[src/design/tfn_pkg.sv]
// Package for the triangle face normal block: widths and shared types.
// No dependencies.
package tfn_pkg;

  localparam int CoordWidth = 32;
  localparam int NormFracBits = 14;
  localparam int NormWidth = NormFracBits + 2;
  localparam int DiffWidth = CoordWidth + 1;
  localparam int ProdWidth = 2 * DiffWidth;
  localparam int CrossWidth = ProdWidth + 1;
  localparam int MagWidth = CrossWidth;
  localparam int BitLenWidth = $clog2(MagWidth + 1);
  localparam int QueueDepth = 2;
  localparam int QueueIdxWidth = $clog2(QueueDepth);

  typedef logic signed [CoordWidth-1:0] coord_t;

  typedef struct packed {
    coord_t x;
    coord_t y;
    coord_t z;
  } vertex_t;

  // One triangle handed from the front to the back.
  typedef struct packed {
    vertex_t v0;
    vertex_t v1;
    vertex_t v2;
  } tri_t;

  typedef struct packed {
    coord_t pos_x;
    coord_t pos_y;
    coord_t pos_z;
    logic signed [NormWidth-1:0] norm_x;
    logic signed [NormWidth-1:0] norm_y;
    logic signed [NormWidth-1:0] norm_z;
    logic degenerate;
    logic last;
  } result_t;

endpackage

[src/design/tfn_if.sv]
// Valid/ready channel interfaces for vertices and results.
// Depends on tfn_pkg.
interface tfn_vertex_if;
  import tfn_pkg::*;
  logic valid;
  logic ready;
  coord_t in_x;
  coord_t in_y;
  coord_t in_z;
  modport source(output valid, in_x, in_y, in_z, input ready);
  modport sink(input valid, in_x, in_y, in_z, output ready);
endinterface


[src/design/tfn_front.sv]
// Front end: collects vertices into triangles and pushes them into a queue.
// Depends on tfn_pkg and tfn_if.
module tfn_front (
  input  logic clk,
  input  logic rst,
  tfn_vertex_if.sink vin,
  output logic tri_valid,
  input  logic tri_ready,
  output tfn_pkg::tri_t tri_data
);
  import tfn_pkg::*;

  vertex_t held [2];
  logic [1:0] vertex_count;
  tri_t queue [QueueDepth];
  logic [QueueIdxWidth-1:0] wr_ptr, rd_ptr;
  logic [QueueIdxWidth:0] fill;
  logic accept, push, pop;
  vertex_t cur;

  assign cur = '{x: vin.in_x, y: vin.in_y, z: vin.in_z};
  // The first two vertices only need storage; the third needs a queue slot.
  assign vin.ready = (vertex_count != 2'd2) || (fill != QueueDepth[QueueIdxWidth:0]);
  assign accept = vin.valid && vin.ready;
  assign push = accept && (vertex_count == 2'd2);
  assign tri_valid = (fill != '0);
  assign pop = tri_valid && tri_ready;
  assign tri_data = queue[rd_ptr];

  // Vertex gathering.
  always_ff @(posedge clk) begin
    if (rst) begin
      vertex_count <= 2'd0;
    end else if (accept) begin
      vertex_count <= (vertex_count == 2'd2) ? 2'd0 : vertex_count + 2'd1;
    end
    if (accept && vertex_count != 2'd2) begin
      held[vertex_count[0]] <= cur;
    end
  end

  // Triangle queue.
  always_ff @(posedge clk) begin
    if (rst) begin
      wr_ptr <= '0;
      rd_ptr <= '0;
      fill <= '0;
    end else begin
      if (push) wr_ptr <= wr_ptr + 1'b1;
      if (pop) rd_ptr <= rd_ptr + 1'b1;
      fill <= fill + {{QueueIdxWidth{1'b0}}, push} - {{QueueIdxWidth{1'b0}}, pop};
    end
    if (push) begin
      queue[wr_ptr] <= '{v0: held[0], v1: held[1], v2: cur};
    end
  end

  a_fill_bound: assert property (@(posedge clk) disable iff (rst)
    fill <= QueueDepth[QueueIdxWidth:0]) else $error("queue overfilled");
  a_count_range: assert property (@(posedge clk) disable iff (rst)
    vertex_count != 2'd3) else $error("bad vertex count");
  a_push_room: assert property (@(posedge clk) disable iff (rst)
    push |-> (fill != QueueDepth[QueueIdxWidth:0] || pop) || fill != QueueDepth[QueueIdxWidth:0])
    else $error("push into full queue");
endmodule

[src/flat_wrapper.sv]
// flat-port wrapper written by rule: the top's interface ports become plain ports
module tfn_front_flat import tfn_pkg::*;
  (clk, rst, tri_valid, tri_ready, tri_data, vin_valid, vin_in_x, vin_in_y, vin_in_z, vin_ready);
  tfn_vertex_if vin_i ();
  input  logic clk;
  input  logic rst;
  output logic tri_valid;
  input  logic tri_ready;
  output tfn_pkg::tri_t tri_data;
  input wire logic [$bits(vin_i.valid)-1:0] vin_valid;
  input wire logic [$bits(vin_i.in_x)-1:0] vin_in_x;
  input wire logic [$bits(vin_i.in_y)-1:0] vin_in_y;
  input wire logic [$bits(vin_i.in_z)-1:0] vin_in_z;
  output wire logic [$bits(vin_i.ready)-1:0] vin_ready;
  assign vin_i.valid = vin_valid;
  assign vin_i.in_x = vin_in_x;
  assign vin_i.in_y = vin_in_y;
  assign vin_i.in_z = vin_in_z;
  assign vin_ready = vin_i.ready;
  tfn_front u_core (.clk(clk), .rst(rst), .vin(vin_i), .tri_valid(tri_valid), .tri_ready(tri_ready), .tri_data(tri_data));
endmodule
[config.mk]
export PLATFORM = sky130hd
export DESIGN_NAME = tfn_front_flat
export DESIGN_NICKNAME = d
export VERILOG_FILES = /design/src/design/tfn_pkg.sv /design/src/design/tfn_if.sv /design/src/design/tfn_front.sv /design/src/flat_wrapper.sv
export SDC_FILE = /design/constraint.sdc
export NUM_CORES = 1
export LEC_CHECK = 0
export BUFFER_PORTS_ARGS = -buffer_cell sky130_fd_sc_hd__buf_2
export CELL_PAD_IN_SITES_DETAIL_PLACEMENT = 0
export CELL_PAD_IN_SITES_GLOBAL_PLACEMENT = 1
export CORE_MARGIN = 1
export CORE_UTILIZATION = 49
export CTS_CLUSTER_SIZE = 10
export DETAILED_ROUTE_END_ITERATION = 12
export GPL_ROUTABILITY_DRIVEN = 0
export PLACE_DENSITY = 0.89
export SLEW_MARGIN = 20
export SYNTH_ARGS = -nofsm -noshare
export SYNTH_HDL_FRONTEND = slang
export SYNTH_SLANG_ARGS = --single-unit
[constraint.sdc]
create_clock -name clk -period 19.9 [get_ports clk]
set_clock_uncertainty 0.05 [all_clocks]
set_input_delay 3.98 -clock clk [delete_from_list [all_inputs] [get_ports clk]]
set_output_delay 3.98 -clock clk [all_outputs]
set_load 0.01 [all_outputs]
=== Word level (Yosys, flattened, before mapping) ===
Memory sizes are Yosys's and may differ from the RTL's. A register that Yosys moved wholly into a read port is not among the register bits.
Index checks and enable logic that the tools add are counted.

* Bits in registers: 6
* Bits in writable memories: 768
* Output and inout port bits: 290
* Memories: 2

{| class="wikitable"
|+ Memory list
! memory !! words !! bits a word !! rd ports !! clocked after Yosys merged registers in !! wr ports !! line !! source
|-
| u_core.queue || 2 || 288 || 1 || 1 || 1 || tfn_front.sv:15 || <nowiki>tri_t queue [QueueDepth];</nowiki>
|-
| u_core.held || 2 || 96 || 2 || 0 || 1 || tfn_front.sv:13 || <nowiki>vertex_t held [2];</nowiki>
|}

* Add/subtract/negate cells: 5
* Equality and inequality tests: 3
* Multiplexer cells: 7
* Reduce and logical (&&, ||, !) cells: 6

{| class="wikitable"
|+ Operators by type and width
! cell !! count
|-
| $mux W1 || 6
|-
| $logic_and A1 B1 Y1 || 4
|-
| $ne A2 B2 Y1 const B || 2
|-
| $add A1 B1 Y1 const B || 2
|-
| $add A2 B1 Y2 || 1
|-
| $add A2 B1 Y2 const B || 1
|-
| $eq A2 B2 Y1 const B || 1
|-
| $mux W2 || 1
|-
| $reduce_bool A2 Y1 || 1
|-
| $sub A2 B1 Y2 || 1
|-
| $logic_or A1 B1 Y1 || 1
|}

=== Longest topological paths before layout ===
* Word-level depth: 6
* Mapped depth: 5
* Depth with buffers taken out: 5

=== Worst setup path after synthesis ===
No wires, ideal clock.

* Kind: input -> register
* Start: input port vin_valid
* End: memory u_core.queue[0][0] in the netlist's numbering, enable pin
* Arrival: 16.234 ns
* Path slack: 2.672 ns
* Stages on the path: 3
* Path through: and2b_1 -> nand3_1 -> nor2_1

* Longest elaborated chain between the ends: 4

{| class="wikitable"
|+ Ends and longest elaborated chain
! what !! line !! source
|-
| from (decl) || flat_wrapper.sv:10 || <nowiki>input wire logic [$bits(vin_i.valid)-1:0] vin_valid;</nowiki>
|-
| $logic_and A1 B1 Y1 || tfn_front.sv:24 || <nowiki>assign accept = vin.valid && vin.ready;</nowiki>
|-
| $logic_and A1 B1 Y1 || tfn_front.sv:25 || <nowiki>assign push = accept && (vertex_count == 2'd2);</nowiki>
|-
| $mux W1 || tfn_front.sv:53 || <nowiki>if (push) begin</nowiki>
|-
| $mux W1 (implied by the code) || tfn_front.sv:54 || <nowiki>queue[wr_ptr] <= '{v0: held[0], v1: held[1], v2: cur};</nowiki>
|-
| to (decl) || tfn_front.sv:15 ||
|}

No other way between the ends.

==> out/metrics.cfg <==
[critical_path]
cp_cell_sequence = buf_4, buf_4, mux2_2, buf_2
critPathTopFamily = buffers and inverters
cpPeakStageDelay_ns = 0.86
crit_path_end_kind = primary output
critPathLaunchType = flip-flop
cp.arrival_ns = 3.67
required_ns = 15.87
cpMostUsedCell = buf_4
crit_slowest_cell = buf_4
path_max_fanout = 75
crit_type = reg -> out
crit_buf_inv = 3

[placed_design]
hpwl_um = 28620
placed_cell_area_um2 = 29620
io_buffers = 389

[final_layout]
fillCellCount = 3732
drive_gt1_share_pct = 49.94
layout_common_cells = edfxtp_1, buf_2, mux2_2
finalInstanceArea_um2 = 32030
final_common_cell = edfxtp_1
num-nets-final = 1688
syn_to_final_growth_pct = 19.20
multiInputGateArea_um2 = 3471
register_area_um2 = 23210

[clock_network]
clk_pin_slew_ns = 0.05
cts_setup_buffers = 0
cts_tree = yes
ctsLongestPathBuffers = 3
htreeDepth = 3
clk_latency_ns = 0.62
clkSinkCount = 775
cts_resized = 0
clock-root-buffer = clkbuf_16
cts_made_buffers = 88
ctsHoldBuffers = 0

[floorplanning]
ioPinCount = 390
initial_core_util_pct = 49.74
die_h_um = 236.2
coreArea_um2 = 54030
num_rows = 85
fp.dieW_um = 236.2
die_area_um2 = 55790

[sta]
min_period_ns = 7.702
hold_viol = 0
slew_violations = 0
max_freq_mhz = 129.8
setup_viol = 0
slew_headroom_pct = 25.60
final.period_utilization_pct = 38.70
rsz0062_at_grt = false
worst_pin_slew_ns = 1.116
finalSetupTns_ns = 0

[grt]
grt_max_degree = 160
track_usage_pct = 17.05
grt_pass1_vias = 12782
grt-ovfl-total = 0
grt_first_pass_wirelength_um = 71540
antenna_found_initial = 4

[routing]
drtIter0Drc = 621
vias = 12013
drtAntennaViolNets = 0
drt-total-wl_um = 48290
drc = 0
via_per_inst = 5.216
avgRoutedWirePerCell_um = 20.97
dr.pass1.iters = 5

[power]
total_power_mw = 3.759
p_seq_share_pct = 49.9
switching_share_pct = 22.96
p_leak_nw = 10.94
pwr_density_cell_nw_per_um2 = 117.3
p_clk_share_pct = 36.4
p_comb_share_pct = 13.7
power.switching_mw = 0.8631
internal_power_mw = 2.896
vdd_ir_drop_max_mv = 0.09552

[outcome]
status = completed

[synthesis]
synthesis.instances = 1126
synth_seq_area_share_pct = 86.34
synth_seq_cells = 775
yosys_warnings = 0
synth_nets = 1227
synth_cell_types = 25
avgSynthCellArea_um2 = 23.87
synth_area_um2 = 26870

[flow_run]
cap_violations = 0

[worst_hold_path]
min_path_type = reg -> reg

==> state kept, by name, summed over array words and instances, names as in the netlist, named ones only <==
name,count
u_core.held,192
u_core.queue,576
u_core.vertex_count,2
u_core.fill,2
u_core.rd_ptr,1
u_core.wr_ptr,1
==> per-layer routing <==
metal	routed length [µm]	track usage, %	vias up	share of wire, %
met3	3668	5.664	85	7.6
met4	1233	6.926	4	2.6
met1	18840	20.07	6133	39
met5	27	0	-	0.056
met2	24520	28.85	371	51
li1	-	-	5420	-
==> through the flow <==
| stage | hold WS, ns | setup slack, ns | std cells | utilization, % |
|---|---|---|---|---|
| final | 0.3858 | 12.20 | 2303 | 59.29 |
| after global routing | 0.3837 | 12.00 | 2301 | 59.28 |
| after CTS | 0.3782 | 12.13 | 2299 | 59.23 |
| after detailed placement | 0.3790 | 12.55 | 2192 | 54.82 |
| after global placement | 0.3717 | 12.63 | 2192 | 54.82 |
| after floorplan | 0.3715 | 2.672 | 1126 | - |
==> cells by family (layout without fill, tap and decap cells) <==
logic type,after synthesis,after routing,synth area share [%]
AO/OA/AOI/OAI,6,6,0.1955
multiplexers,289,289,12.11
flip-flops,775,775,86.34
AND/OR/NAND/NOR,18,18,0.4051
buffers and inverters,35,513,0.8427
adder cells (fa/ha/maj),1,1,0.04655
XOR/XNOR,2,2,0.06519
other,0,3,0
==> worst paths after layout <==
kind	from	to	slack (ns)	depth (start not counted)
setup reg to reg	u_core.vertex_count[0]	u_core.queue[0][149]	16.50	6
hold / removal	u_core.held[0][63]	u_core.queue[1][255]	0.39	0
setup / recovery	flip-flop	tri_data[149]	12.20	4
hold reg to reg	u_core.held[0][63]	u_core.queue[1][255]	0.39	0
==> synthesized netlist by cell type <==
master | number | area (µm²)
a21boi_0 | 1 | 7.510
a311oi_2 | 1 | 15.01
a31oi_1 | 2 | 12.51
and2_1 | 1 | 6.260
and2b_1 | 1 | 7.510
buf_1 | 1 | 3.750
buf_2 | 10 | 50.05
buf_4 | 22 | 165.2
dfxtp_1 | 7 | 140.1
edfxtp_1 | 768 | 23060
ha_1 | 1 | 12.51
inv_1 | 2 | 7.510
mux2_2 | 289 | 3254
nand2b_4 | 1 | 13.76
nand3_1 | 1 | 5.000
nand4_1 | 1 | 6.260
nor2_1 | 7 | 26.28
nor2b_1 | 3 | 18.77
nor3b_1 | 1 | 7.510
o21a_1 | 1 | 7.510
o21ba_2 | 1 | 10.01
or2_2 | 1 | 6.260
or3b_4 | 1 | 11.26
xnor2_1 | 1 | 8.760
xor2_1 | 1 | 8.760
==> final cells by class <==
cell class                 count  share of cell area (%)
sequential                   775                   72.44
multi-input combinational    316                   10.83
clock buffer                  96                   7.034
timing repair buffer         404                   6.530
tap                          696                   2.718
clock inverter                11                  0.3945
inverter                       2                 0.02343
antenna                        3                 0.02343
==> power groups by stage <==
stage	sequential (mW)	clock [mW]	combinational (mW)
6_report	1.87	1.37	0.515
5_1_grt	1.88	1.47	0.548
4_1_cts	1.88	1.40	0.523
3_5_place_dp	1.91	0	0.519
3_3_place_gp	1.90	0	0.514
2_1_floorplan	1.90	0	0.349
Power figures use the tool's default switching activity.
